$ cat config.mk
export PLATFORM = sky130hd
export DESIGN_NAME = whitespace_strip_stream
export DESIGN_NICKNAME = d
export VERILOG_FILES = /design/src/rtl/wss_pkg.sv /design/src/rtl/whitespace_strip_stream.sv /design/src/rtl/wss_front.sv /design/src/rtl/wss_queue.sv /design/src/rtl/wss_back.sv
export SDC_FILE = /design/constraint.sdc
export NUM_CORES = 1
export LEC_CHECK = 0
export BUFFER_PORTS_ARGS = -buffer_cell sky130_fd_sc_hd__clkbuf_2
export CAP_MARGIN = 40
export CORE_AREA = 2 2 115 117
export DETAILED_ROUTE_END_ITERATION = 12
export DIE_AREA = 0 0 117 119
export SETUP_SLACK_MARGIN = 0.3
export SYNTH_ARGS = -nofsm -noshare
export SYNTH_HDL_FRONTEND = slang
export SYNTH_SLANG_ARGS = --single-unit
$ cat constraint.sdc
create_clock -name aclk -period 3.7 [get_ports aclk]
set_input_delay 0.185 -clock aclk [delete_from_list [all_inputs] [get_ports aclk]]
set_output_delay 0.185 -clock aclk [all_outputs]
set_load 0.005 [all_outputs]
$ cat src/rtl/wss_pkg.sv
package wss_pkg;

    localparam logic [7:0] CH_SPACE = 8'h20;
    localparam logic [7:0] CH_TAB   = 8'h09;
    localparam logic [7:0] CH_NUL   = 8'h00;

    localparam int unsigned RUN_W = 6;
    localparam logic [RUN_W-1:0] MAX_BLANKS = 6'd63;

    localparam int unsigned QUEUE_DEPTH = 4;
    localparam int unsigned QUEUE_AW    = $clog2(QUEUE_DEPTH);

    localparam int unsigned PADDR_W = 4;
    localparam int unsigned PDATA_W = 32;

    // register indexes, byte address is 4*index
    localparam logic [1:0] REG_STRIP_LEADING     = 2'd0;
    localparam logic [1:0] REG_STRIP_TRAILING    = 2'd1;
    localparam logic [1:0] REG_COLLAPSE_INTERIOR = 2'd2;

    typedef enum logic [1:0] {
        MODE_LEAD  = 2'd0,
        MODE_TEXT  = 2'd1,
        MODE_BLANK = 2'd2
    } scan_mode_t;

    typedef struct packed {
        logic [7:0] char_in;
        logic       end_in;
    } in_t;

    typedef struct packed {
        logic [7:0] char_out;
        logic       is_terminator;
        logic       last_of_run;
    } out_t;

    typedef struct packed {
        logic strip_leading;
        logic strip_trailing;
        logic collapse_interior;
    } cfg_t;

    // one queued command: a number of spaces, then a closing character
    typedef struct packed {
        logic [RUN_W-1:0] spaces;
        logic [7:0]       tail_char;
        logic             tail_term;
    } cmd_t;

endpackage

$ cat src/rtl/whitespace_strip_stream.sv
// Strips blanks (space, tab) from a byte stream closed by end items. The front
// end takes one item per cycle unless the queue is full, and classifies it;
// a four-entry command queue feeds the back end, which sends one result per
// cycle unless m_ready holds it. An item that emits only its own character
// gives one result; one that releases a replayed blank run first gives its
// spaces (up to 63), so the output port sets the rate. Registers: 0x0
// strip_leading, 0x4 strip_trailing, 0x8 collapse_interior (bit 0 only).
module whitespace_strip_stream (
    input  logic                          aclk,
    input  logic                          aresetn,
    input  logic                          psel,
    input  logic                          penable,
    input  logic                          pwrite,
    input  logic [wss_pkg::PADDR_W-1:0]   paddr,
    input  logic [wss_pkg::PDATA_W-1:0]   pwdata,
    output logic [wss_pkg::PDATA_W-1:0]   prdata,
    output logic                          pready,
    input  logic                          s_valid,
    output logic                          s_ready,
    input  wss_pkg::in_t                  s_data,
    output logic                          m_valid,
    input  logic                          m_ready,
    output wss_pkg::out_t                 m_data
);

    wss_pkg::cfg_t cfg_reg, cfg_next;
    logic          cfg_write;
    logic [1:0]    reg_index;
    logic          push, pop, q_full, q_valid;
    wss_pkg::cmd_t push_cmd, head_cmd;

    assign pready    = 1'b1;
    assign reg_index = paddr[3:2];
    assign cfg_write = psel && penable && pwrite;

    always_comb begin
        cfg_next = cfg_reg;
        if (cfg_write) begin
            case (reg_index)
                wss_pkg::REG_STRIP_LEADING:     cfg_next.strip_leading     = pwdata[0];
                wss_pkg::REG_STRIP_TRAILING:    cfg_next.strip_trailing    = pwdata[0];
                wss_pkg::REG_COLLAPSE_INTERIOR: cfg_next.collapse_interior = pwdata[0];
                default: ;
            endcase
        end
    end

    always_comb begin
        case (reg_index)
            wss_pkg::REG_STRIP_LEADING:
                prdata = {{(wss_pkg::PDATA_W-1){1'b0}}, cfg_reg.strip_leading};
            wss_pkg::REG_STRIP_TRAILING:
                prdata = {{(wss_pkg::PDATA_W-1){1'b0}}, cfg_reg.strip_trailing};
            wss_pkg::REG_COLLAPSE_INTERIOR:
                prdata = {{(wss_pkg::PDATA_W-1){1'b0}}, cfg_reg.collapse_interior};
            default:
                prdata = '0;
        endcase
    end

    always_ff @(posedge aclk) begin
        if (!aresetn) begin
            cfg_reg.strip_leading     <= 1'b1;
            cfg_reg.strip_trailing    <= 1'b1;
            cfg_reg.collapse_interior <= 1'b0;
        end else begin
            cfg_reg <= cfg_next;
        end
    end

    wss_front u_front (
        .aclk     (aclk),
        .aresetn  (aresetn),
        .cfg      (cfg_reg),
        .s_valid  (s_valid),
        .s_ready  (s_ready),
        .s_data   (s_data),
        .q_full   (q_full),
        .push     (push),
        .push_cmd (push_cmd)
    );

    wss_queue u_queue (
        .aclk     (aclk),
        .aresetn  (aresetn),
        .push     (push),
        .push_cmd (push_cmd),
        .full     (q_full),
        .pop      (pop),
        .q_valid  (q_valid),
        .head_cmd (head_cmd)
    );

    wss_back u_back (
        .aclk     (aclk),
        .aresetn  (aresetn),
        .q_valid  (q_valid),
        .head_cmd (head_cmd),
        .pop      (pop),
        .m_valid  (m_valid),
        .m_ready  (m_ready),
        .m_data   (m_data)
    );

endmodule

$ cat src/rtl/wss_front.sv
module wss_front (
    input  logic          aclk,
    input  logic          aresetn,
    input  wss_pkg::cfg_t cfg,
    input  logic          s_valid,
    output logic          s_ready,
    input  wss_pkg::in_t  s_data,
    input  logic          q_full,
    output logic          push,
    output wss_pkg::cmd_t push_cmd
);

    wss_pkg::scan_mode_t            mode_reg, mode_next;
    logic [wss_pkg::RUN_W-1:0]      blank_run_reg, blank_run_next;
    logic                           accept;
    logic                           blank;

    assign s_ready = !q_full;
    assign accept  = s_valid && s_ready;
    assign blank   = (s_data.char_in == wss_pkg::CH_SPACE) ||
                     (s_data.char_in == wss_pkg::CH_TAB);

    always_ff @(posedge aclk) begin
        if (!aresetn) begin
            mode_reg      <= wss_pkg::MODE_LEAD;
            blank_run_reg <= '0;
        end else begin
            mode_reg      <= mode_next;
            blank_run_reg <= blank_run_next;
        end
    end

    always_comb begin
        mode_next          = mode_reg;
        blank_run_next     = blank_run_reg;
        push               = 1'b0;
        push_cmd.spaces    = '0;
        push_cmd.tail_char = s_data.char_in;
        push_cmd.tail_term = 1'b0;
        if (accept) begin
            if (s_data.end_in) begin
                push               = 1'b1;
                push_cmd.tail_char = wss_pkg::CH_NUL;
                push_cmd.tail_term = 1'b1;
                if (mode_reg == wss_pkg::MODE_BLANK && !cfg.strip_trailing) begin
                    push_cmd.spaces = blank_run_reg;
                end
                mode_next      = wss_pkg::MODE_LEAD;
                blank_run_next = '0;
            end else begin
                case (mode_reg)
                    wss_pkg::MODE_TEXT: begin
                        if (blank) begin
                            mode_next      = wss_pkg::MODE_BLANK;
                            blank_run_next = wss_pkg::RUN_W'(1);
                        end else begin
                            push = 1'b1;
                        end
                    end
                    wss_pkg::MODE_BLANK: begin
                        if (blank) begin
                            if (blank_run_reg < wss_pkg::MAX_BLANKS) begin
                                blank_run_next = blank_run_reg + wss_pkg::RUN_W'(1);
                            end
                        end else begin
                            push            = 1'b1;
                            push_cmd.spaces = cfg.collapse_interior ?
                                              wss_pkg::RUN_W'(1) : blank_run_reg;
                            mode_next       = wss_pkg::MODE_TEXT;
                            blank_run_next  = '0;
                        end
                    end
                    default: begin
                        // leading blanks keep their byte when passed through
                        if (blank) begin
                            push = !cfg.strip_leading;
                        end else begin
                            push           = 1'b1;
                            mode_next      = wss_pkg::MODE_TEXT;
                            blank_run_next = '0;
                        end
                    end
                endcase
            end
        end
    end

endmodule

$ cat src/rtl/wss_queue.sv
module wss_queue (
    input  logic          aclk,
    input  logic          aresetn,
    input  logic          push,
    input  wss_pkg::cmd_t push_cmd,
    output logic          full,
    input  logic          pop,
    output logic          q_valid,
    output wss_pkg::cmd_t head_cmd
);

    wss_pkg::cmd_t                  entry_reg [wss_pkg::QUEUE_DEPTH];
    logic [wss_pkg::QUEUE_AW-1:0]   wr_ptr_reg, wr_ptr_next;
    logic [wss_pkg::QUEUE_AW-1:0]   rd_ptr_reg, rd_ptr_next;
    logic [wss_pkg::QUEUE_AW:0]     count_reg, count_next;

    assign full     = (count_reg == (wss_pkg::QUEUE_AW+1)'(wss_pkg::QUEUE_DEPTH));
    assign q_valid  = (count_reg != '0);
    assign head_cmd = entry_reg[rd_ptr_reg];

    always_comb begin
        wr_ptr_next = push ? wr_ptr_reg + wss_pkg::QUEUE_AW'(1) : wr_ptr_reg;
        rd_ptr_next = pop  ? rd_ptr_reg + wss_pkg::QUEUE_AW'(1) : rd_ptr_reg;
        count_next  = count_reg;
        if (push && !pop) begin
            count_next = count_reg + (wss_pkg::QUEUE_AW+1)'(1);
        end else if (pop && !push) begin
            count_next = count_reg - (wss_pkg::QUEUE_AW+1)'(1);
        end
    end

    always_ff @(posedge aclk) begin
        if (!aresetn) begin
            wr_ptr_reg <= '0;
            rd_ptr_reg <= '0;
            count_reg  <= '0;
        end else begin
            wr_ptr_reg <= wr_ptr_next;
            rd_ptr_reg <= rd_ptr_next;
            count_reg  <= count_next;
        end
    end

    always_ff @(posedge aclk) begin
        if (push) begin
            entry_reg[wr_ptr_reg] <= push_cmd;
        end
    end

    a_count_bound: assert property (@(posedge aclk) disable iff (!aresetn)
        count_reg <= (wss_pkg::QUEUE_AW+1)'(wss_pkg::QUEUE_DEPTH))
        else $error("queue count beyond depth");

    a_no_pop_empty: assert property (@(posedge aclk) disable iff (!aresetn)
        pop |-> q_valid)
        else $error("pop from empty queue");

    a_no_push_full: assert property (@(posedge aclk) disable iff (!aresetn)
        push |-> (!full || pop))
        else $error("push into full queue");

endmodule

$ cat src/rtl/wss_back.sv
module wss_back (
    input  logic          aclk,
    input  logic          aresetn,
    input  logic          q_valid,
    input  wss_pkg::cmd_t head_cmd,
    output logic          pop,
    output logic          m_valid,
    input  logic          m_ready,
    output wss_pkg::out_t m_data
);

    logic          active_reg, active_next;
    wss_pkg::cmd_t held_reg, held_next;
    logic          m_valid_reg, m_valid_next;
    wss_pkg::out_t m_data_reg, m_data_next;
    wss_pkg::cmd_t src;
    logic          src_ok;
    logic          out_free;

    assign out_free = !m_valid_reg || m_ready;
    assign src      = active_reg ? held_reg : head_cmd;
    assign src_ok   = active_reg || q_valid;
    assign m_valid  = m_valid_reg;
    assign m_data   = m_data_reg;

    always_comb begin
        active_next  = active_reg;
        held_next    = held_reg;
        m_valid_next = m_valid_reg;
        m_data_next  = m_data_reg;
        pop          = 1'b0;
        if (out_free) begin
            m_valid_next = src_ok;
            if (src_ok) begin
                pop = !active_reg;
                if (src.spaces != '0) begin
                    m_data_next.char_out      = wss_pkg::CH_SPACE;
                    m_data_next.is_terminator = 1'b0;
                    m_data_next.last_of_run   = 1'b0;
                    held_next                 = src;
                    held_next.spaces          = src.spaces - wss_pkg::RUN_W'(1);
                    active_next               = 1'b1;
                end else begin
                    m_data_next.char_out      = src.tail_char;
                    m_data_next.is_terminator = src.tail_term;
                    m_data_next.last_of_run   = 1'b1;
                    active_next               = 1'b0;
                end
            end
        end
    end

    always_ff @(posedge aclk) begin
        if (!aresetn) begin
            active_reg  <= 1'b0;
            m_valid_reg <= 1'b0;
        end else begin
            active_reg  <= active_next;
            m_valid_reg <= m_valid_next;
        end
    end

    always_ff @(posedge aclk) begin
        held_reg   <= held_next;
        m_data_reg <= m_data_next;
    end

    a_active_shows: assert property (@(posedge aclk) disable iff (!aresetn)
        active_reg |-> m_valid_reg)
        else $error("command in progress without pending result");

    a_term_last: assert property (@(posedge aclk) disable iff (!aresetn)
        (m_valid_reg && m_data_reg.is_terminator) |->
        (m_data_reg.last_of_run && m_data_reg.char_out == wss_pkg::CH_NUL))
        else $error("malformed terminator");

    a_space_before_tail: assert property (@(posedge aclk) disable iff (!aresetn)
        (m_valid_reg && !m_data_reg.last_of_run) |->
        (m_data_reg.char_out == wss_pkg::CH_SPACE && active_reg))
        else $error("non-final result is not a replayed space");

endmodule
### After elaboration in Yosys (flattened, before gate mapping)

Memory sizes are Yosys's and may differ from the RTL's. A register that Yosys moved wholly into a read port is not among the register bits.
Index checks and enable logic that the tools add are counted.
Widths: inputs -> output; s select.

| operators by class | value |
|---|---|
| add/subtract/negate cells | 6 |
| $lt $le $gt $ge | 1 |
| equality and inequality tests | 11 |
| mux-type cells | 34 |
| reductions and logical operators | 28 |

Operator list:

| operator | number |
|---|---|
| $mux 6 | 10 |
| $mux 15 | 2 |
| $mux 2 | 6 |
| $pmux 6 s2 | 1 |
| $mux 1 | 11 |
| $mux 9 | 1 |
| $eq 8x4->1 const B | 1 |
| $eq 8x6->1 const B | 1 |
| $ne 4x4->1 const B | 2 |
| $reduce_and 2->1 | 4 |
| $logic_not 1->1 | 7 |
| $add 6x1->6 const B | 1 |
| $logic_and 1x1->1 | 6 |
| $lt 6x6->1 const B | 1 |
| $mux 3 | 2 |
| $reduce_and 3->1 | 2 |
| $reduce_bool 6->1 | 1 |
| $sub 6x1->6 const B | 1 |
| $add 2x1->2 const B | 2 |
| $eq 2x1->1 const B | 2 |
| $eq 2x2->1 const B | 2 |
| $reduce_and 4->1 | 1 |
| $add 3x1->3 const B | 1 |
| $eq 3x3->1 const B | 1 |
| other kinds (9) | 11 |

| storage, ports and cells | value |
|---|---|
| register bits | 45 |
| memory bits (writable) | 60 |
| input bits | 52 |
| logic and storage cells | 97 |
| memories | 1 |

Memories:

| name | words | bits a word | read ports | clocked after memory_dff | wr ports | RTL line | text |
|---|---|---|---|---|---|---|---|
| u_queue.entry_reg | 4 | 15 | 1 | 1 | 1 | wss_queue.sv:12 | `wss_pkg::cmd_t entry_reg [wss_pkg::QUEUE_DEPTH];` |

### Logic depth before layout (Yosys ltp)

| logic depth | value |
|---|---|
| word-level depth | 10 |
| mapped depth | 10 |
| depth with buffers taken out | 10 |

### Cells and area by module

Synthesis repeated with hierarchy kept, for this count alone.

| unflattened totals | value |
|---|---|
| cell total of the unflattened synthesis | 352 |
| area, all modules | 5086.1 um^2 |

By module, submodules not included:

| module | times used | cells each | area each (um^2) | sequential area each (um^2) |
|---|---|---|---|---|
| wss_queue | 1 | 121 | 2641.3 | 1981.9 |
| wss_back | 1 | 83 | 1280.0 | 790.8 |
| wss_front | 1 | 96 | 738.2 | 160.2 |
| whitespace_strip_stream | 1 | 52 | 426.7 | 60.1 |

### Worst setup path before layout

No wires, ideal clock.

| timing | value |
|---|---|
| path kind | reg2reg |
| start point | reg with a tool-made name |
| end point | reg u_back.held_reg[0] in the netlist's numbering (enable) |
| setup time | 314 ps |
| data arrival time | 2469 ps |
| required time | 3386 ps |
| slack | 917 ps |
| stages on the path, launching flop included | 10 |
| buffers on the path | 3 |
| clock period less this slack | 2783 ps |
| path through | dfxtp_1 -> clkbuf_1 -> clkbuf_1 -> mux4_2 -> mux2i_1 -> ha_1 -> nand3b_4 -> or2_1 -> buf_6 -> and2_1 |

RTL lines:

| element | RTL line | text |
|---|---|---|
| end signal, assigned | wss_back.sv:64 | `held_reg <= held_next;` |
| end, declared | wss_back.sv:13 | `wss_pkg::cmd_t held_reg, held_next;` |

### Worst setup path in the final report

| timing | value |
|---|---|
| start point | reg u_queue.count_reg[0] in the netlist's numbering |
| end point | reg u_queue.count_reg[2] in the netlist's numbering |

| between the ends | value |
|---|---|
| cells in the longest elaborated chain, start to end | 7 |
| elaborated cells between the ends (all ways) | 17 |
| those cells by class | 2 x add/sub; 1 x eq/ne; 5 x mux; 9 x reduce/logical |

RTL lines:

| element | RTL line | text |
|---|---|---|
| start, declared | wss_queue.sv:15 | `logic [wss_pkg::QUEUE_AW:0] count_reg, count_next;` |
| start signal, assigned | wss_queue.sv:40 | `count_reg <= count_next;` |
| $eq 3x3->1 (*) | wss_queue.sv:17 | `assign full = (count_reg == (wss_pkg::QUEUE_AW+1)'(wss_pkg::QUEUE_DEPTH));` |
| $logic_not 1->1 (*) | wss_front.sv:18 | `assign s_ready = !q_full;` |
| $logic_and 1x1->1 (*) | wss_front.sv:19 | `assign accept = s_valid && s_ready;` |
| $mux 1 (*) | wss_front.sv:40 | `if (accept) begin` |
| named net push | whitespace_strip_stream.sv:29 | `logic push, pop, q_full, q_valid;` |
| $logic_not 1->1 | wss_queue.sv:27 | `end else if (pop && !push) begin` |
| $logic_and 1x1->1 | wss_queue.sv:27 |  |
| $reduce_bool 2->1 (no source line) | -- |  |

The timed path passes the listed nets; every way through them passes the cells marked *. The select of a mux whose other input is x is not followed.
A chain may end at the register's enable or synchronous reset.

==> flow_summary.html <==
<table>
<tr><th>Metric</th><th>Value</th></tr>
<tr><th colspan="2">Critical path</th></tr>
<tr><td>Standard cell with the maximum stage delay on the critical path</td><td>a21oi_1</td></tr>
<tr><td>Series of cell instances along the critical path</td><td>or3b_2 &gt; nand2_1 &gt; a21oi_1 &gt; ha_1 &gt; inv_1 &gt; fa_1 &gt; xor2_1 &gt; or3_1 &gt; a21boi_0</td></tr>
<tr><td>Number of buffer and inverter stages on the critical path</td><td>1</td></tr>
<tr><td>Crit. End Element</td><td>register</td></tr>
<tr><td>Crit path arrival time</td><td>3120 ps</td></tr>
<tr><td>Cell family with the largest share of critical-path delay</td><td>compound AO/OA/AOI/OAI gates</td></tr>
<tr><td>Worst path required time</td><td>3970 ps</td></tr>
<tr><td>Number of cells on the critical path</td><td>9</td></tr>
<tr><td>End of the worst register-to-register path</td><td>u_queue.count_reg[2]</td></tr>
<tr><td>Internal reg-to-reg setup slack</td><td>840 ps</td></tr>
<tr><td>Setup CP Type</td><td>register to register</td></tr>
<tr><td>Reg-to-Reg Start</td><td>u_queue.count_reg[0]</td></tr>
<tr><td>Element type at the critical path start</td><td>register</td></tr>
<tr><td>Largest fanout of any net on the critical path</td><td>10</td></tr>
<tr><td>Setup crit end</td><td>u_queue.count_reg[2]</td></tr>
<tr><td>R2R depth</td><td>9</td></tr>
<tr><td>Delay contributed by the slowest stage of the critical path</td><td>560 ps</td></tr>
<tr><td>Worst setup path start</td><td>u_queue.count_reg[0]</td></tr>
<tr><th colspan="2">Timing</th></tr>
<tr><td>Final-report setup violation count</td><td>0</td></tr>
<tr><td>Count of pins over their slew limit</td><td>0</td></tr>
<tr><td>Setup tns final</td><td>0 ps</td></tr>
<tr><td>Final worst path period share</td><td>77.2%</td></tr>
<tr><td>Unrepaired setup endpoints after global routing</td><td>false</td></tr>
<tr><td>Maximum operating frequency</td><td>350 MHz</td></tr>
<tr><td>Hold Slack</td><td>109 ps</td></tr>
<tr><td>Max_slew headroom</td><td>44.2%</td></tr>
<tr><td>Final worst slack</td><td>845 ps</td></tr>
<tr><td>Hold Violations, Final</td><td>0</td></tr>
<tr><td>Post-route minimum period</td><td>2860 ps</td></tr>
<tr><td>Transition time of the tightest slew-check pin</td><td>836 ps</td></tr>
<tr><td>Final worst clock skew</td><td>8.26 ps</td></tr>
<tr><th colspan="2">Drt</th></tr>
<tr><td>Length of the first detailed-routing pass in iterations</td><td>4</td></tr>
<tr><td>Final ANT Viol Nets</td><td>0</td></tr>
<tr><td>Violation count after the first detailed-routing iteration</td><td>90</td></tr>
<tr><td>Via Count</td><td>2,660</td></tr>
<tr><td>Routed wire length</td><td>8.17 mm</td></tr>
<tr><td>WL/cell</td><td>14.3 um</td></tr>
<tr><td>Drt drc</td><td>0</td></tr>
<tr><td>Average via count per standard cell</td><td>4.67</td></tr>
<tr><th colspan="2">Final layout</th></tr>
<tr><td>Number of nets at the end of the flow</td><td>451</td></tr>
<tr><td>Synth-to-layout area growth</td><td>10.7%</td></tr>
<tr><td>Core utilization of the finished layout</td><td>42.5%</td></tr>
<tr><td>Layout cells sized above 1</td><td>20.1%</td></tr>
<tr><td># diodes</td><td>0</td></tr>
<tr><td>Non-filler cells, final</td><td>570</td></tr>
<tr><td>Fillcell total</td><td>1,198</td></tr>
<tr><td>Number of flip-flops under the largest register name</td><td>60</td></tr>
<tr><th colspan="2">GRT</th></tr>
<tr><td>Antenna violations before repair</td><td>0</td></tr>
<tr><td>All-Layer GR Usage</td><td>12.5%</td></tr>
<tr><td>Maximum number of pins on one net before global-route repair</td><td>28</td></tr>
<tr><td>First-pass GRT wire length</td><td>13.2 mm</td></tr>
<tr><td>Leftover overflow at the end of global routing</td><td>0</td></tr>
<tr><td>Vias in the first global route</td><td>2,631</td></tr>
<tr><th colspan="2">Logic synthesis</th></tr>
<tr><td>Area of the mapped netlist</td><td>0.00495 mm2</td></tr>
<tr><td>Syn Inst Count</td><td>355</td></tr>
<tr><td>Dominant cell by count in the synthesized netlist</td><td>edfxtp_1</td></tr>
<tr><td>Share of the synthesized area in compound gates (AO/OA/AOI/OAI)</td><td>5.11%</td></tr>
<tr><td>Xor and xnor area share after synthesis</td><td>1.59%</td></tr>
<tr><td>Largest family of logic cells by synthesized area</td><td>simple AND/OR/NAND/NOR gates</td></tr>
<tr><td>Synth cell types</td><td>53</td></tr>
<tr><td>Post-synth EDFFs</td><td>85</td></tr>
<tr><td>Ys async rst share</td><td>0%</td></tr>
<tr><td>Yosys warning count</td><td>0</td></tr>
<tr><td>Leading area contributor after synthesis</td><td>edfxtp_1</td></tr>
<tr><td>Yosys reg bits</td><td>107</td></tr>
<tr><td>Main synth FF type</td><td>edfxtp_1</td></tr>
<tr><td>Synth Area in Simple Gates</td><td>11.7%</td></tr>
<tr><td>Synth Area in Adders</td><td>2.68%</td></tr>
<tr><td>Sequential-to-total area share from yosys stat</td><td>60.5%</td></tr>
<tr><td>Post-synth top area share</td><td>51.6%</td></tr>
<tr><td>Top cells by count, synth</td><td>85 x edfxtp_1, 32 x buf_4, 23 x and2_1</td></tr>
<tr><td>Cell types with the largest area share after synthesis</td><td>edfxtp_1 52%, dfxtp_1 8.9%, mux4_2 6.4%</td></tr>
<tr><td>Proportion of synthesized area in mux cells</td><td>11.1%</td></tr>
<tr><td>Syn avg cell area</td><td>13.9 um2</td></tr>
<tr><th colspan="2">Die</th></tr>
<tr><td>Row count</td><td>42</td></tr>
<tr><td>Horiz. Die Dim</td><td>117 um</td></tr>
<tr><td>Standard cell core area</td><td>0.0129 mm2</td></tr>
<tr><td>Die H</td><td>119 um</td></tr>
<tr><td>Floorplan die area</td><td>0.0139 mm2</td></tr>
<tr><td>Number of I/O pins</td><td>97</td></tr>
<tr><td>Starting Density</td><td>38.4%</td></tr>
<tr><th colspan="2">Hold path</th></tr>
<tr><td>Worst Hold Depth</td><td>3</td></tr>
<tr><td>Hold/Removal Path Class</td><td>input pin to register</td></tr>
<tr><th colspan="2">Pwr</th></tr>
<tr><td>Fraction of power consumed by combinational cells</td><td>26.3%</td></tr>
<tr><td>Sw Share</td><td>27.8%</td></tr>
<tr><td>Reg power frac</td><td>47.5%</td></tr>
<tr><td>Leakage power figure</td><td>2.06 nW</td></tr>
<tr><td>Areal power density over the cells</td><td>674 mW/mm2</td></tr>
<tr><td>Switching power of the nets</td><td>1.03 mW</td></tr>
<tr><td>Max rail drop VDD</td><td>0.000216 V</td></tr>
<tr><td>Internal Dissipation</td><td>2.67 mW</td></tr>
<tr><td>Fraction of power consumed by the clock network</td><td>26.2%</td></tr>
<tr><th colspan="2">Clock tree</th></tr>
<tr><td>Post-CTS setup-driven buffer insertion count</td><td>0</td></tr>
<tr><td>Hold buffer count at cts</td><td>0</td></tr>
<tr><td>Clock slew at the register clock pins of the worst setup and hold paths</td><td>70 ps</td></tr>
<tr><td>Clock tree root driver cell</td><td>clkbuf_16</td></tr>
<tr><td>Clock tree from TritonCTS</td><td>done</td></tr>
<tr><td>Total CTS buffers</td><td>9</td></tr>
<tr><td>CTS Sinks</td><td>107</td></tr>
<tr><td>Htree depth</td><td>3</td></tr>
<tr><td>Worst-case clock buffer depth</td><td>2</td></tr>
<tr><td>Post_cts resized</td><td>0</td></tr>
<tr><td>Insertion delay of the later-clocked pin in the worst-skew pair</td><td>340 ps</td></tr>
<tr><th colspan="2">Placed design</th></tr>
<tr><td>Port-buffer cells</td><td>31</td></tr>
<tr><td>Post-placement worst setup slack</td><td>780 ps</td></tr>
<tr><td>Routability congestion estimate from global placement</td><td>0.789</td></tr>
<tr><td>Placed instance count</td><td>554</td></tr>
<tr><td>Total half-perimeter wirelength after legalization and detailed placement</td><td>5.81 mm</td></tr>
<tr><th colspan="2">Flow run</th></tr>
<tr><td>Maximum capacitance violations</td><td>0</td></tr>
<tr><th colspan="2">Status</th></tr>
<tr><td>Outcome</td><td>complete, no violations</td></tr>
</table>
==> layout make-up <==
type                            instances  area, um2  share of cell area [%]
Tap cell                              176        220                    4.02
Clock buffer                           11        243                    4.43
Clock inverter                          5       61.3                    1.12
Timing Repair Buffer                   37        200                    3.66
Sequential cell                       107       2990                    54.6
Inverter                               13       48.8                   0.891
Multi-Input combinational cell        221       1710                    31.2
==> worst min-delay path, stage by stage <==
cell and delay (ps):
clkbuf_2 110, mux2i_1 70, nand2_1 60
==> kinds of logic (layout without fill, tap and decap cells) <==
group,count (synthesis),in the layout
flops,107,107
simple gates,101,101
buf+inv,57,66
mux,36,36
compound gates,33,33
fa+ha+maj,10,10
xor+xnor,9,9
other cells,2,32
==> worst min path at each step <==
stage / from / end / slack (ps)
floorplan: pwdata[0] / cfg_reg[1] / 310
global placement: pwdata[0] / cfg_reg[1] / 440
detailed placement: pwdata[0] / cfg_reg[2] / 470
CTS: pwdata[0] / cfg_reg[1] / 110
global route: pwdata[0] / cfg_reg[1] / 120
finish: pwdata[0] / cfg_reg[1] / 110
==> placed cells by master (no fill, tap or decap), types with 4 or more instances in the layout <==
master     count
buf_4          6
nor3_1         7
nand3_1        4
mux2_2        10
conb_1        32
mux4_2        14
dfxtp_1       22
edfxtp_1      85
clkbuf_2      31
nand2_1       15
ha_1           9
inv_1         13
a21oi_1        4
o21ai_0        5
and2_1        23
nor2b_1       18
clkbuf_16      9
mux2i_1       12
nor2_1        14
xnor2_1        7
==> metal layers <==
| layer | up-vias | GRT usage (%) | part of all wire (%) |
|---|---|---|---|
| li1 | 1307 | - | - |
| met1 | 1296 | 15.9 | 45 |
| met2 | 50 | 20.9 | 50 |
| met3 | 7 | 2.49 | 3.3 |
| met4 | 0 | 4.71 | 1.1 |
| met5 | - | 0 | 0 |
==> power by group through the flow <==
stage	Clock, mW	Sequential (mW)	Combinational, mW
6_report	0.968	1.75	0.973
5_1_grt	1.04	1.78	1.10
4_1_cts	0.988	1.76	0.998
3_5_place_dp	0	1.79	0.991
3_3_place_gp	0	1.77	0.973
2_1_floorplan	0	1.75	0.771
==> through the flow <==
| stage | area [um2] | total power [mW] |
|---|---|---|
| 2_1_floorplan | 5060 | 2.52 |
| 3_3_place_gp | 5170 | 2.75 |
| 3_5_place_dp | 5170 | 2.78 |
| 4_1_cts | 5480 | 3.74 |
| 5_1_grt | 5480 | 3.92 |
| 6_report | 5480 | 3.69 |
No activity file was read; power rests on OpenSTA's default activity.
